==> src/sv/ckpb_pkg.sv <==
// ckpb_pkg: shared types, codes and helper functions for the chroma-key palette blitter
// no dependencies; imported by every module of the block but ckpb_ram

package ckpb_pkg;

	// palette geometry
	localparam int PAL_ENTRIES = 256;
	localparam int PAL_IDX_W   = $clog2(PAL_ENTRIES);
	localparam int PAL_WORD_W  = 32;

	// transparent source index
	localparam logic [7:0] KEY_INDEX = 8'hff;

	// item kinds
	localparam logic KIND_LOAD  = 1'b0;
	localparam logic KIND_PIXEL = 1'b1;

	// pixel formats
	localparam logic [1:0] MODE_IDX8   = 2'd0;
	localparam logic [1:0] MODE_RGB555 = 2'd1;
	localparam logic [1:0] MODE_RGB565 = 2'd2;
	localparam logic [1:0] MODE_RGB32  = 2'd3;

	// register indexes (byte address / 4)
	localparam int         APB_ADDR_W = 5;
	localparam logic [2:0] REG_DEPTH  = 3'd0;
	localparam logic [2:0] REG_BASE   = 3'd1;
	localparam logic [2:0] REG_PITCH  = 3'd2;
	localparam logic [2:0] REG_ORG_X  = 3'd3;
	localparam logic [2:0] REG_ORG_Y  = 3'd4;

	// input item
	typedef struct packed {
		logic        kind;
		logic [7:0]  entry_index;
		logic [7:0]  red;
		logic [7:0]  green;
		logic [7:0]  blue;
		logic [7:0]  mapped_index;
		logic [7:0]  pixel_index;
		logic [11:0] col;
		logic [11:0] row;
	} in_item_t;

	// result item
	typedef struct packed {
		logic        write_enable;
		logic [31:0] write_address;
		logic [31:0] write_data;
		logic [2:0]  byte_count;
	} out_item_t;

	// configuration register contents
	typedef struct packed {
		logic [1:0]  depth_mode;
		logic [31:0] frame_base;
		logic [13:0] row_pitch;
		logic [11:0] origin_x;
		logic [11:0] origin_y;
	} cfg_t;

	// bytes per pixel for a format
	function automatic logic [2:0] bytes_for_mode(input logic [1:0] mode);
		logic [2:0] n;
		case (mode)
			MODE_IDX8:  n = 3'd1;
			MODE_RGB32: n = 3'd4;
			default:    n = 3'd2;
		endcase
		return n;
	endfunction

	// data mask for a format
	function automatic logic [31:0] mask_for_mode(input logic [1:0] mode);
		logic [31:0] m;
		case (mode)
			MODE_IDX8:  m = 32'h0000_00ff;
			MODE_RGB32: m = 32'hffff_ffff;
			default:    m = 32'h0000_ffff;
		endcase
		return m;
	endfunction

	// colour conversion for a palette load
	function automatic logic [31:0] convert_colour(
		input logic [1:0] mode,
		input logic [7:0] r,
		input logic [7:0] g,
		input logic [7:0] b,
		input logic [7:0] mapped
	);
		logic [31:0] w;
		case (mode)
			MODE_IDX8:   w = {24'd0, mapped};
			MODE_RGB555: w = {17'd0, r[7:3], g[7:3], b[7:3]};
			MODE_RGB565: w = {16'd0, r[7:3], g[7:2], b[7:3]};
			default:     w = {8'd0, b, g, r};
		endcase
		return w;
	endfunction

endpackage

==> src/sv/ckpb_regs.sv <==
// ckpb_regs: APB-style configuration registers of the blitter
// depends on ckpb_pkg

module ckpb_regs import ckpb_pkg::*; (
	input  logic                  clk,
	input  logic                  arst_n,
	input  logic                  psel,
	input  logic                  penable,
	input  logic                  pwrite,
	input  logic [APB_ADDR_W-1:0] paddr,
	input  logic [31:0]           pwdata,
	output logic [31:0]           prdata,
	output logic                  pready,
	output cfg_t                  cfg
);

	cfg_t       cfg_q;
	logic       wr_go;
	logic [2:0] reg_idx;

	assign pready  = 1'b1;
	assign wr_go   = psel && penable && pwrite;
	assign reg_idx = paddr[4:2];
	assign cfg     = cfg_q;

	// register writes on the access cycle
	always_ff @(posedge clk or negedge arst_n) begin
		if (!arst_n) begin
			cfg_q <= '0;
		end else if (wr_go) begin
			case (reg_idx)
				REG_DEPTH: cfg_q.depth_mode <= pwdata[1:0];
				REG_BASE:  cfg_q.frame_base <= pwdata;
				REG_PITCH: cfg_q.row_pitch  <= pwdata[13:0];
				REG_ORG_X: cfg_q.origin_x   <= pwdata[11:0];
				REG_ORG_Y: cfg_q.origin_y   <= pwdata[11:0];
				default: ;
			endcase
		end
	end

	// read-back mux
	always_comb begin
		case (reg_idx)
			REG_DEPTH: prdata = {30'd0, cfg_q.depth_mode};
			REG_BASE:  prdata = cfg_q.frame_base;
			REG_PITCH: prdata = {18'd0, cfg_q.row_pitch};
			REG_ORG_X: prdata = {20'd0, cfg_q.origin_x};
			REG_ORG_Y: prdata = {20'd0, cfg_q.origin_y};
			default:   prdata = 32'd0;
		endcase
	end

endmodule

==> config.mk <==
export PLATFORM = sky130hd
export DESIGN_NAME = ckpb_regs
export DESIGN_NICKNAME = d
export VERILOG_FILES = /design/src/sv/ckpb_pkg.sv /design/src/sv/ckpb_regs.sv
export SDC_FILE = /design/constraint.sdc
export NUM_CORES = 1
export LEC_CHECK = 0
export ABC_AREA = 1
export BUFFER_PORTS_ARGS = -buffer_cell sky130_fd_sc_hd__buf_2
export CORE_ASPECT_RATIO = 0.75
export CORE_MARGIN = 2
export CORE_UTILIZATION = 50
export DETAILED_ROUTE_END_ITERATION = 10
export PLACE_DENSITY = 0.83
export SYNTH_ARGS = -nofsm -noshare
export SYNTH_HDL_FRONTEND = slang
export SYNTH_SLANG_ARGS = --single-unit
==> constraint.sdc <==
create_clock -name clk -period 3.4 [get_ports clk]
set_input_delay 0.68 -clock clk [delete_from_list [all_inputs] [get_ports clk]]
set_output_delay 0.68 -clock clk [all_outputs]
set_load 0.02 [all_outputs]
==> out/summary.json <==
{
  "yosys": {
    "sequential_to_total_area_share_from_yosys_stat": 0.528,
    "postSynthRegisterBits": 72,
    "syn_nets": 465,
    "post_synth.cell_area_avg_sq_um": 8.07,
    "post_synth_inst_count": 423,
    "synth_cell_types": 21,
    "ys_warn_count": 0,
    "synth.cell_area_sq_um": 3410
  },
  "final_layout": {
    "multiInputGateArea_sq_um": 1370,
    "drive_above_1_share": 0.312,
    "post-route-util": 0.645,
    "antenna_cells": 0,
    "layout.nets": 596,
    "sequential_cell_area_sq_um": 1800,
    "syn2layout_area_growth_pct": 26.6,
    "fillers": 568,
    "largest_register_ffs": 72
  },
  "critical_path": {
    "worst-setup-path-type": "input pin to primary output",
    "required_ns": 2.72,
    "timing.critical_path.arrival_ns": 2.39,
    "endpoint_kind": "primary output",
    "critPathLaunchType": "input pin",
    "worst-path-max-fanout": 33
  },
  "timing": {
    "final.setup_skew_ns": 0,
    "final-hold-violation-count": 0,
    "min_period_over_period": 0.904,
    "relSlewSlack": 0.393,
    "slew_violations": 0,
    "grt_setup_unrepaired": "no",
    "hold-worst-slack_ns": 0.452,
    "setup_tns_ns": 0,
    "postLayoutSetupSlackWorst_ns": 0.326,
    "tightestPinTransition_ns": 0.910,
    "maxClockFrequency_ghz": 0.325,
    "timing.final.crit_period_ns": 3.07,
    "finalSetupViolCount": 0
  },
  "floorplan": {
    "die_h_um": 75.6,
    "initial_core_util": 0.509,
    "placementRows": 26,
    "boundary_pin_count": 147,
    "core_region_area_sq_um": 6700,
    "dieArea_sq_um": 7510,
    "width_of_the_die_um": 99.4
  },
  "detailed_routing": {
    "routed_wirelength_um": 9730,
    "routed-via-count": 3462,
    "ant_nets": 0,
    "initialDrtViolationCount": 260,
    "wire_per_inst_um": 15.2,
    "drt-pass1-iter-count": 5,
    "detail_route.vias_per_cell": 5.39,
    "drcViolationCount": 0
  },
  "global_routing": {
    "antenna_violations_before_repair": 0,
    "grt_pass1_vias": 3134,
    "grt_pass1_wl_um": 15500,
    "grt_max_degree": 73,
    "globalRoute.totalOverflow": 0,
    "global_route.usage.total": 0.269
  },
  "clock_tree": {
    "clkTransAtPathRegs_ns": 0.07,
    "insertion_delay_ns": 0.34,
    "cts_made_buffers": 9,
    "cts.sinks": 72,
    "htree_num_levels": 3,
    "cts-hold-fix-buffers": 0,
    "cts_root_buf": "clkbuf_8",
    "tritoncts": "built",
    "post_cts.repair.setup_buffers": 0,
    "cts-resized-gates": 0,
    "clock_tree.buffer_depth": 2
  },
  "outcome": {
    "outcome": "finished, final reports clean"
  },
  "placed_design": {
    "placement.io_buffers": 143,
    "dp_hpwl_um": 6660,
    "pre_cts_ws_ns": 0.354,
    "finalWeightedCongestion": 0.840
  },
  "hold_path": {
    "hp-class": "input pin to async pin"
  },
  "power": {
    "power.density_nw_per_um2": 581,
    "static-leakage-power_nw": 2.41,
    "vdd.ir_drop.worst_mv": 0.319
  },
  "flow_run": {
    "max-cap-violations": 0
  }
}
[metrics by stage]
step | power [mW] | instances | cell area (sq um)
2_1_floorplan | 1.60 | 423 | 3410
3_3_place_gp | 1.90 | 627 | 4150
3_5_place_dp | 1.93 | 627 | 4150
4_1_cts | 2.54 | 642 | 4320
5_1_grt | 2.66 | 642 | 4320
6_report | 2.51 | 642 | 4320
[cells in the final DEF (no fill, tap or decap)]
master and count:
nand2_2 1, o22ai_1 2, nand3_2 2, inv_2 1
nor2_8 1, clkinv_2 2, nand2_1 143, nand3b_4 1
nor2_4 3, o21ai_0 71, clkbuf_8 11, nand4_1 22
nand3_1 26, inv_1 22, clkinvlp_4 1, nor2_2 1
conb_1 1, clkbuf_1 1, dfrtp_1 72, buf_4 7
nor2_1 23, buf_2 142, buf_12 1, o21ai_1 1
[path summary, 6_finish.rpt]
check / start / endpoint / slack, ns / depth (start not counted)
max: paddr[3] / prdata[12] / 0.33 / 5
min: arst_n / cfg[14]$_DFFE_PN0P_ / 0.45 / 1
max reg2reg: cfg[12]$_DFFE_PN0P_ / cfg[12]$_DFFE_PN0P_ / 2.69 / 2
min reg2reg: cfg[42]$_DFFE_PN0P_ / cfg[42]$_DFFE_PN0P_ / 0.53 / 2
max in group asynchronous: arst_n / cfg[56]$_DFFE_PN0P_ / 2.35 / 1
min in group clk: cfg[42]$_DFFE_PN0P_ / cfg[42]$_DFFE_PN0P_ / 0.53 / 2
[synth_stat cells]
library cell	n	area (sq um)
nand2_1	143	537
dfrtp_1	72	1800
o21ai_0	71	355
nand3_1	26	130
nor2_1	23	86.3
inv_1	22	82.6
nand4_1	22	138
clkbuf_1	14	52.6
buf_4	8	60.1
buf_2	7	35.0
nor2_4	3	33.8
nand3_2	2	20.0
o22ai_1	2	12.5
buf_1	1	3.75
conb_1	1	3.75
inv_2	1	3.75
nand2_2	1	6.26
nand3b_4	1	20.0
nor2_2	1	6.26
nor2_8	1	20.0
o21ai_1	1	5.00
[critical path, stage by stage]
cell and delay (ns):
buf_2 0.27, nor2_4 0.39, nand2_2 0.49, o22ai_1 0.33, buf_2 0.21
[cells by family after synthesis]
family          synth area share
simple gates               0.292
buf+inv                   0.0696
compound gates             0.109
other cells              0.00110
flops                      0.528
[layer usage]
| metal | routed length, um | track usage | vias up |
|---|---|---|---|
| met5 | 0 | 0 | - |
| met3 | 914 | 0.0761 | 14 |
| met4 | 118 | 0.0654 | 0 |
| met2 | 4630 | 0.434 | 167 |
| li1 | - | - | 1641 |
| met1 | 4070 | 0.369 | 1640 |
[power by group]
group          internal [mW]  leakage, nW  switching [mW]
Combinational          0.237         1.43           0.528
Sequential              1.03        0.897           0.118
Clock                  0.298       0.0882           0.302
Total                   1.56         2.41           0.948
[area by class of cell]
type                       instances  area share
clock inverter                     3     0.00405
timing repair buffer             150       0.181
tap                               84      0.0243
clock buffer                      12      0.0359
inverter                          23      0.0200
sequential                        72       0.417
multi-input combinational        298       0.318
No activity file was read; power rests on OpenSTA's default activity.
