$ cat config.mk
export PLATFORM = sky130hd
export DESIGN_NAME = ckpb_addr
export DESIGN_NICKNAME = d
export VERILOG_FILES = /design/src/sv/ckpb_pkg.sv /design/src/sv/ckpb_addr.sv
export SDC_FILE = /design/constraint.sdc
export NUM_CORES = 1
export LEC_CHECK = 0
export BUFFER_PORTS_ARGS = -buffer_cell sky130_fd_sc_hd__buf_2
export CAP_MARGIN = 20
export CORE_UTILIZATION = 61
export CTS_BUF_LIST = sky130_fd_sc_hd__clkbuf_4
export DETAILED_ROUTE_END_ITERATION = 10
export PLACE_DENSITY_LB_ADDON = 0.3
export SLEW_MARGIN = 20
export SYNTH_ARGS = -nofsm -noshare
export SYNTH_HDL_FRONTEND = slang
export SYNTH_SLANG_ARGS = --single-unit
$ cat constraint.sdc
create_clock -name clk -period 11.7 [get_ports clk]
set_input_delay 2.34 -clock clk [delete_from_list [all_inputs] [get_ports clk]]
set_output_delay 2.34 -clock clk [all_outputs]
set_load 0.1 [all_outputs]
$ cat src/sv/ckpb_pkg.sv
// ckpb_pkg: shared types, codes and helper functions for the chroma-key palette blitter
// no dependencies; imported by every module of the block but ckpb_ram

package ckpb_pkg;

	// palette geometry
	localparam int PAL_ENTRIES = 256;
	localparam int PAL_IDX_W   = $clog2(PAL_ENTRIES);
	localparam int PAL_WORD_W  = 32;

	// transparent source index
	localparam logic [7:0] KEY_INDEX = 8'hff;

	// item kinds
	localparam logic KIND_LOAD  = 1'b0;
	localparam logic KIND_PIXEL = 1'b1;

	// pixel formats
	localparam logic [1:0] MODE_IDX8   = 2'd0;
	localparam logic [1:0] MODE_RGB555 = 2'd1;
	localparam logic [1:0] MODE_RGB565 = 2'd2;
	localparam logic [1:0] MODE_RGB32  = 2'd3;

	// register indexes (byte address / 4)
	localparam int         APB_ADDR_W = 5;
	localparam logic [2:0] REG_DEPTH  = 3'd0;
	localparam logic [2:0] REG_BASE   = 3'd1;
	localparam logic [2:0] REG_PITCH  = 3'd2;
	localparam logic [2:0] REG_ORG_X  = 3'd3;
	localparam logic [2:0] REG_ORG_Y  = 3'd4;

	// input item
	typedef struct packed {
		logic        kind;
		logic [7:0]  entry_index;
		logic [7:0]  red;
		logic [7:0]  green;
		logic [7:0]  blue;
		logic [7:0]  mapped_index;
		logic [7:0]  pixel_index;
		logic [11:0] col;
		logic [11:0] row;
	} in_item_t;

	// result item
	typedef struct packed {
		logic        write_enable;
		logic [31:0] write_address;
		logic [31:0] write_data;
		logic [2:0]  byte_count;
	} out_item_t;

	// configuration register contents
	typedef struct packed {
		logic [1:0]  depth_mode;
		logic [31:0] frame_base;
		logic [13:0] row_pitch;
		logic [11:0] origin_x;
		logic [11:0] origin_y;
	} cfg_t;

	// bytes per pixel for a format
	function automatic logic [2:0] bytes_for_mode(input logic [1:0] mode);
		logic [2:0] n;
		case (mode)
			MODE_IDX8:  n = 3'd1;
			MODE_RGB32: n = 3'd4;
			default:    n = 3'd2;
		endcase
		return n;
	endfunction

	// data mask for a format
	function automatic logic [31:0] mask_for_mode(input logic [1:0] mode);
		logic [31:0] m;
		case (mode)
			MODE_IDX8:  m = 32'h0000_00ff;
			MODE_RGB32: m = 32'hffff_ffff;
			default:    m = 32'h0000_ffff;
		endcase
		return m;
	endfunction

	// colour conversion for a palette load
	function automatic logic [31:0] convert_colour(
		input logic [1:0] mode,
		input logic [7:0] r,
		input logic [7:0] g,
		input logic [7:0] b,
		input logic [7:0] mapped
	);
		logic [31:0] w;
		case (mode)
			MODE_IDX8:   w = {24'd0, mapped};
			MODE_RGB555: w = {17'd0, r[7:3], g[7:3], b[7:3]};
			MODE_RGB565: w = {16'd0, r[7:3], g[7:2], b[7:3]};
			default:     w = {8'd0, b, g, r};
		endcase
		return w;
	endfunction

endpackage

$ cat src/sv/ckpb_addr.sv
// ckpb_addr: two-stage framebuffer address generator (row multiply, then final sum)
// depends on ckpb_pkg

module ckpb_addr import ckpb_pkg::*; (
	input  logic        clk,
	input  logic        en,
	input  cfg_t        cfg,
	input  logic [11:0] col,
	input  logic [11:0] row,
	output logic [31:0] addr
);

	logic [12:0] ypos;
	logic [12:0] xpos;
	logic [26:0] prod;
	logic [14:0] xoff;
	logic [26:0] prod_s2;
	logic [14:0] xoff_s2;

	// destination row times pitch; column scaled by bytes per pixel
	assign ypos = {1'b0, row} + {1'b0, cfg.origin_y};
	assign xpos = {1'b0, col} + {1'b0, cfg.origin_x};
	assign prod = {14'd0, ypos} * {13'd0, cfg.row_pitch};

	always_comb begin
		case (cfg.depth_mode)
			MODE_IDX8:  xoff = {2'b00, xpos};
			MODE_RGB32: xoff = {xpos, 2'b00};
			default:    xoff = {1'b0, xpos, 1'b0};
		endcase
	end

	always_ff @(posedge clk) begin
		if (en) begin
			prod_s2 <= prod;
			xoff_s2 <= xoff;
		end
	end

	// final sum, wraps modulo 2^32
	assign addr = cfg.frame_base + {5'd0, prod_s2} + {17'd0, xoff_s2};

endmodule

==> impl_metrics.ini, run 1 <==
[outcome]
status = completed

[cts]
clockBufferDepth = 2
clockRootBuffer = clkbuf_4
holdBufCountCts = 0
htree_levels = 2
cts_tree = done
cts_sinks = 42
cts_buffers = 5
cts_resized = 0
post_cts_buffers = 0
path_clk_slew_ps = 140

[synthesis]
ys_seq_area_share_pct = 11.8
synth_edf_count = 42
synth_area_um2 = 10700
yosysMostFrequentCell = inv_1
synthTopCellsByArea = fa_1 (28%), ha_1 (16%), edfxtp_1 (12%)
synthArstFlopShare_pct = 0
synth_ff_type = edfxtp_1
syn_nets = 1602
yosysTopAreaCell = fa_1
avgSynthCellArea_um2 = 8.77
synth-seq-cells = 42
synth_common_cells = inv_1 (199), fa_1 (150), nand2_1 (150)
yosysWarnings = 0
yosys.area.top_type_share_pct = 28.1
synth.distinct_cells = 48
postSynthCellCount = 1217

[worst_hold_path]
holdCritStartpoint = col[0]
worstHoldPathType = in2reg
min_to = xoff_s2[1]
whs_path_depth = 4

[timing]
tns_ps = 0
slew_headroom_pct = 24.9
fmax_ghz = 0.107
worst_pin_slew_ps = 1120
layout_min_cycle_time_ps = 9350
rsz0062_at_grt = no
hold_viol_final = 0
final-setup-viol-count = 0
hold_ws_ps = 2410
drv_slew = 0
fin_crit_sh_pct = 79.9

[final_layout]
fin_cells = 1540
drive_gt1_share_pct = 11.9
seq_area_um2 = 1260
final_nets = 1703
multiInputGateArea_um2 = 8500
utilization_pct = 68.7
fillCellCount = 1365
area_growth_pct = 8.24

[routing]
routed_wl_um = 23200
remaining_drc_errors = 0
drt_iter0_drc = 525
wl_per_cell_um = 15.1
ant_nets = 0
via_count = 8680
vias_per_cell = 5.64
first_pass_iters = 6

[die]
dieWidth_um = 134
ios = 130
row_count = 47
die_area_um2 = 18000
die_h_um = 134
start_util_pct = 63.5
core-area_um2 = 16800

[flow_run]
drv_cap = 0

[grt]
grt.total_usage_pct = 27.1
grt_overflow = 0
antenna_found_initial = 1
grt_max_degree = 43
grt_pass1_wl_um = 39700
grt_pass1_vias = 8619

[critical_path]
cp-startpoint = cfg[1]
crit_required_ps = 11830
path_class = in2reg
cpMaxStageDelayCell = fa_1
cp-start-kind = input pin
endpoint_kind = flop
path_max_fanout = 14
max_stage_delay_ps = 560
cpMostUsedCell = fa_1
cp.arrival_ps = 9470

[place]
hpwl_um = 19600
placed_cells = 1531
place.gp.congestion = 0.946
io_buffer_count = 129
routing by layer:
metal	GRT usage [%]	vias up	share of wire (%)
met5	0	-	0
met4	5.62	0	1.2
met3	1.85	32	6.8
met2	48.0	329	48
met1	36.6	4133	44
li1	-	4186	-
logic make-up after synthesis:
family	synth area share [%]
simple gates	15.4
fa+ha+maj	44.2
buf+inv	8.55
compound gates	13.5
xor+xnor	5.17
flops	11.8
mux	1.42
worst max-delay path: cells and delay by family:
kind	cells	cell delay (ps)
buffers and inverters	3	210
AOI/OAI and AO/OA	11	2300
adders and majority gates	7	3260
and+or+nand+nor	5	1380
registers in the layout, indices dropped and copies added, names as in the netlist:
register  count
prod_s2      27
xoff_s2      15
per-stage QoR:
step                setup slack, ps  instance area [µm²]
floorplan                      2510                10700
global placement               2060                11500
detailed placement             1960                11500
CTS                            2360                11500
global route                   1850                11600
finish                         2350                11600
cells in the final DEF (no fill, tap or decap), types with 22 or more instances in the layout:
| cell type | instances |
|---|---|
| edfxtp_1 | 42 |
| xnor2_1 | 42 |
| nor2_1 | 38 |
| o21ai_0 | 47 |
| ha_1 | 137 |
| and2_1 | 46 |
| fa_1 | 150 |
| nand2b_1 | 35 |
| buf_2 | 129 |
| a21o_1 | 33 |
| nand2_1 | 150 |
| inv_1 | 199 |
| nand3_1 | 22 |
| a21oi_1 | 72 |
how the worst max path moves through the flow:
| stage | end | slack [ps] | depth (start not counted) |
|---|---|---|---|
| after floorplan | prod_s2[26] | 2510 | 29 |
| after global placement | prod_s2[26] | 2060 | 26 |
| after global routing | prod_s2[26] | 1850 | 24 |
| after detailed placement | prod_s2[26] | 1960 | 26 |
| after CTS | prod_s2[26] | 2360 | 26 |
| final | prod_s2[26] | 2350 | 26 |
cell type report:
cell class                      instances  share of cell area [%]
Antenna cell                            1                  0.0217
Multi-Input combinational cell        933                    73.6
Tap cell                              220                    2.38
Timing Repair Buffer                  137                    6.11
Sequential cell                        42                    10.9
Inverter                              199                    6.47
Clock buffer                            5                   0.325
Clock inverter                          3                   0.206
Power of run 1 is left out: the tool's default activity adds up to more than one toggle a clock period on the data nets, which glitch-free logic cannot reach.
==> run 2: changes to the inputs <==
--- a/config.mk
+++ b/config.mk
@@ -5,9 +5,10 @@
 export SDC_FILE = /design/constraint.sdc
 export NUM_CORES = 1
 export LEC_CHECK = 0
+export ABC_AREA = 1
 export BUFFER_PORTS_ARGS = -buffer_cell sky130_fd_sc_hd__buf_2
 export CAP_MARGIN = 20
-export CORE_UTILIZATION = 61
+export CORE_UTILIZATION = 57
 export CTS_BUF_LIST = sky130_fd_sc_hd__clkbuf_4
 export DETAILED_ROUTE_END_ITERATION = 10
 export PLACE_DENSITY_LB_ADDON = 0.3
==> constraint.sdc (replaced) <==
create_clock -name clk -period 7.6 [get_ports clk]
set_input_delay 1.52 -clock clk [delete_from_list [all_inputs] [get_ports clk]]
set_output_delay 1.52 -clock clk [all_outputs]
set_load 0.1 [all_outputs]
==> run 2 against run 1 <==
Compared with the run above:
- design area is 9.0% higher
- core utilization fell by 4.8 points
- critical endpoint is now prod_s2[23]
- global-route usage is 1.8 points higher
- synthesized area up 9.1%
- clock-buffer cell count did not move
- via count grew 24%
- worst setup slack got worse by 2000 ps
- sequential cell count unchanged
==> impl_metrics.ini, run 2 <==
[outcome]
status = completed

[place]
hpwl_um = 26100
io_buffer_count = 129
place.gp.congestion = 0.956
placed_cells = 1984

[worst_hold_path]
holdCritStartpoint = cfg[24]
whs_path_depth = 3
min_to = prod_s2[0]
worstHoldPathType = in2reg

[grt]
grt.total_usage_pct = 28.9
grt_pass1_vias = 11000
grt_pass1_wl_um = 49500
antenna_found_initial = 1
grt_overflow = 0
grt_max_degree = 43

[synthesis]
synth_area_um2 = 11600
synth_common_cells = nand2_1 (403), inv_1 (358), fa_1 (150)
synth_edf_count = 42
synth-seq-cells = 42
synthArstFlopShare_pct = 0
syn_nets = 1993
yosysMostFrequentCell = nand2_1
yosysWarnings = 0
postSynthCellCount = 1608
avgSynthCellArea_um2 = 7.24
yosysTopAreaCell = fa_1
synth.distinct_cells = 38
ys_seq_area_share_pct = 10.8
synth_ff_type = edfxtp_1
yosys.area.top_type_share_pct = 25.8
synthTopCellsByArea = fa_1 (26%), ha_1 (15%), nand2_1 (13%)

[critical_path]
endpoint_kind = flop
cp.arrival_ps = 7330
cp-start-kind = input pin
path_max_fanout = 12
max_stage_delay_ps = 540
crit_buf_inv = 7
path_delay_family = adder cells
path_class = in2reg
cpMaxStageDelayCell = fa_1
cpMostUsedCell = fa_1
crit_required_ps = 7730

[die]
die_h_um = 145
die_area_um2 = 21000
dieWidth_um = 145
start_util_pct = 59.0
ios = 130
row_count = 51
core-area_um2 = 19700

[cts]
path_clk_slew_ps = 140
cts_sinks = 42
cts_tree = done
clockRootBuffer = clkbuf_4
cts_buffers = 5
htree_levels = 2
cts_resized = 0
holdBufCountCts = 0
clockBufferDepth = 2
post_cts_buffers = 0

[final_layout]
seq_area_um2 = 1260
multiInputGateArea_um2 = 8890
fillCellCount = 1801
drive_gt1_share_pct = 10.2
fin_cells = 1993
reg.largest.list = prod_s2: 27 flops, xoff_s2: 15 flops
area_growth_pct = 8.14
layout_commonest_cell = nand2_1
regMostFlops = prod_s2
largest_reg_flops = 27
final_nets = 2111
layout_common_cells = nand2_1 (403), inv_1 (358), fa_1 (150)

[routing]
routed_wl_um = 29500
via_count = 10800
first_pass_iters = 6
ant_nets = 0
remaining_drc_errors = 0
wl_per_cell_um = 14.8
vias_per_cell = 5.41
drt_iter0_drc = 534

[timing]
fmax_ghz = 0.139
worst_pin_slew_ps = 913
final-setup-viol-count = 0
slew_headroom_pct = 39.1
layout_min_cycle_time_ps = 7210
rsz0062_at_grt = no
hold_viol_final = 0
tns_ps = 0
drv_slew = 0
fin_crit_sh_pct = 94.8

[flow_run]
drv_cap = 0
run 2: how the worst max path moves through the flow:
stage               startpoint     endpoint  slack, ps  cells after the start
finish                  row[0]  prod_s2[23]        390                     28
global route            cfg[0]  prod_s2[23]         90                     28
detailed placement      row[0]  prod_s2[23]         20                     26
CTS                     row[0]  prod_s2[23]        420                     28
floorplan               cfg[0]  prod_s2[25]        660                     28
global placement        cfg[0]  prod_s2[23]         90                     26
run 2: cells by family (layout without fill, tap and decap cells):
logic type / Yosys count / count (layout) / share of synthesized area [%]
DFF: 42 / 42 / 10.8
adders and majority gates: 287 / 287 / 40.5
and+or+nand+nor: 743 / 743 / 27.5
other: 0 / 1 / 0
xor gates and xnor gates: 32 / 32 / 2.41
buffers and inverters: 383 / 502 / 12.8
AOI/OAI and AO/OA: 121 / 121 / 5.89
run 2: per-layer routing:
layer	track usage, %	vias up	part of all wire [%]
met5	0	-	0
met4	13.1	0	3.9
met3	1.82	71	6.0
met2	52.2	429	49
met1	35.3	5026	41
li1	-	5251	-
run 2: area by class of cell:
cell class              count  share of cell area [%]
flip-flops and latches     42                    10.0
inverters                 358                    10.7
clock inverters             3                   0.199
clock buffers               5                   0.298
well taps                 265                    2.63
repair buffers            136                    5.55
multi-input cells        1183                    70.6
diodes                      1                  0.0199
run 2: through the flow:
stage / hold slack, ps / instance area, µm² / utilization, % / setup WS, ps
after floorplan: 1630 / 11600 / - / 663
after global placement: 1960 / 12500 / 63.5 / 92.0
after detailed placement: 1960 / 12500 / 63.5 / 23.1
after CTS: 1570 / 12600 / 63.8 / 424
after global routing: 1580 / 12600 / 63.8 / 93.1
final: 1600 / 12600 / 63.8 / 394
Power of run 2 is left out for the same reason.
==> run 3: changes to the inputs <==
--- a/config.mk
+++ b/config.mk
@@ -6,11 +6,12 @@
 export NUM_CORES = 1
 export LEC_CHECK = 0
 export ABC_AREA = 1
-export BUFFER_PORTS_ARGS = -buffer_cell sky130_fd_sc_hd__buf_2
+export BUFFER_PORTS_ARGS = -buffer_cell sky130_fd_sc_hd__clkbuf_2
 export CAP_MARGIN = 20
 export CORE_UTILIZATION = 57
 export CTS_BUF_LIST = sky130_fd_sc_hd__clkbuf_4
 export DETAILED_ROUTE_END_ITERATION = 10
+export MAX_ROUTING_LAYER = met4
 export PLACE_DENSITY_LB_ADDON = 0.3
 export SLEW_MARGIN = 20
 export SYNTH_ARGS = -nofsm -noshare
==> run 3 against run 2 <==
Compared with the run above:
- die area is the same
- routed wire length is 1.1% higher
- design area about the same
- cell count unchanged
- critical endpoint unchanged
- core utilization about the same
- critical path depth fell by 2
- clock-buffer cell count unchanged
- highest routed layer unchanged
==> impl_metrics.ini, run 3 (synthesized netlist as in run 2, its figures left out) <==
[final_layout]
utilization_pct = 63.8
largest_reg_flops = 27
layout_commonest_cell = nand2_1
regMostFlops = prod_s2
area_growth_pct = 8.13
final_nets = 2111
reg.largest.list = prod_s2: 27 flops, xoff_s2: 15 flops
drive_gt1_share_pct = 10.2
layout_common_cells = nand2_1 (403), inv_1 (358), fa_1 (150)

[critical_path]
path_max_fanout = 12
max_stage_delay_ps = 560
cp-start-kind = input pin
cp.arrival_ps = 7350
crit_buf_inv = 7
endpoint_kind = flop
path_delay_family = adder cells
crit_required_ps = 7720
path_class = in2reg
cpMaxStageDelayCell = fa_1

[timing]
fmax_ghz = 0.138
tns_ps = 0
layout_min_cycle_time_ps = 7230
slew_headroom_pct = 32.1
drv_slew = 0
final-setup-viol-count = 0
hold_viol_final = 0
fin_crit_sh_pct = 95.1
worst_pin_slew_ps = 1020
rsz0062_at_grt = no
hold_ws_ps = 1600
fin_ws_ps = 374

[die]
ios = 130
die_area_um2 = 21000
core-area_um2 = 19700
start_util_pct = 59.0
die_h_um = 145
dieWidth_um = 145
row_count = 51

[cts]
clockRootBuffer = clkbuf_4
post_cts_buffers = 0
cts_sinks = 42
cts_resized = 0
htree_levels = 2
holdBufCountCts = 0
cts_tree = done
cts_buffers = 5
path_clk_slew_ps = 140
clockBufferDepth = 2

[grt]
grt_overflow = 0
grt_max_degree = 43
grt_pass1_vias = 11000
grt.total_usage_pct = 30.5
grt_pass1_wl_um = 50900
antenna_found_initial = 1

[routing]
routed_wl_um = 29800
remaining_drc_errors = 0
via_count = 10800
first_pass_iters = 6
ant_nets = 0
wl_per_cell_um = 15.0
vias_per_cell = 5.41
drt_iter0_drc = 560

[place]
hpwl_um = 26200
place.gp.congestion = 0.962
dp_slack_ps = 49.6
io_buffer_count = 129

[flow_run]
drv_cap = 0

[outcome]
status = completed

[worst_hold_path]
worstHoldPathType = in2reg
run 3: cell types whose count changed in the layout (fill, tap and decap cells not counted), sizes merged:
cell      before  now
clkinvlp       1    2
clkinv         1    0
buf          136    7
clkbuf         5  134
run 3: tightest hold or removal path, cell delays in order:
cell and delay [ps]:
clkbuf_2 180, nand2_1 100, inv_1 60
run 3: cell type report:
| class | count | area (µm²) |
|---|---|---|
| Multi-Input combinational cell | 1183 | 8890 |
| Fill cell | 1806 | 7130 |
| Sequential cell | 42 | 1260 |
| Clock buffer | 5 | 37.5 |
| Clock inverter | 3 | 23.8 |
| Timing Repair Buffer | 136 | 698 |
| Inverter | 358 | 1340 |
| Antenna cell | 1 | 2.50 |
| Tap cell | 265 | 332 |
run 3: per-layer routing:
layer | up-vias | track usage, % | part of all wire, %
met3 | 67 | 1.67 | 5.9
li1 | 5259 | - | -
met2 | 439 | 53.6 | 49
met1 | 5015 | 36.8 | 41
met5 | - | - | 0
met4 | 0 | 11.6 | 3.5
run 3: stage by stage:
step	cell area (µm²)	std cells
2_1_floorplan	11600	1608
3_3_place_gp	12500	1984
3_5_place_dp	12500	1984
4_1_cts	12600	1992
5_1_grt	12600	1993
6_report	12600	1993
run 3: path summary, 6_finish.rpt:
path  startpoint           to  slack (ps)  depth (start not counted)
min      cfg[24]   prod_s2[0]        1600                          3
max       cfg[0]  prod_s2[23]         370                         26
Power of run 3 is left out for the same reason.
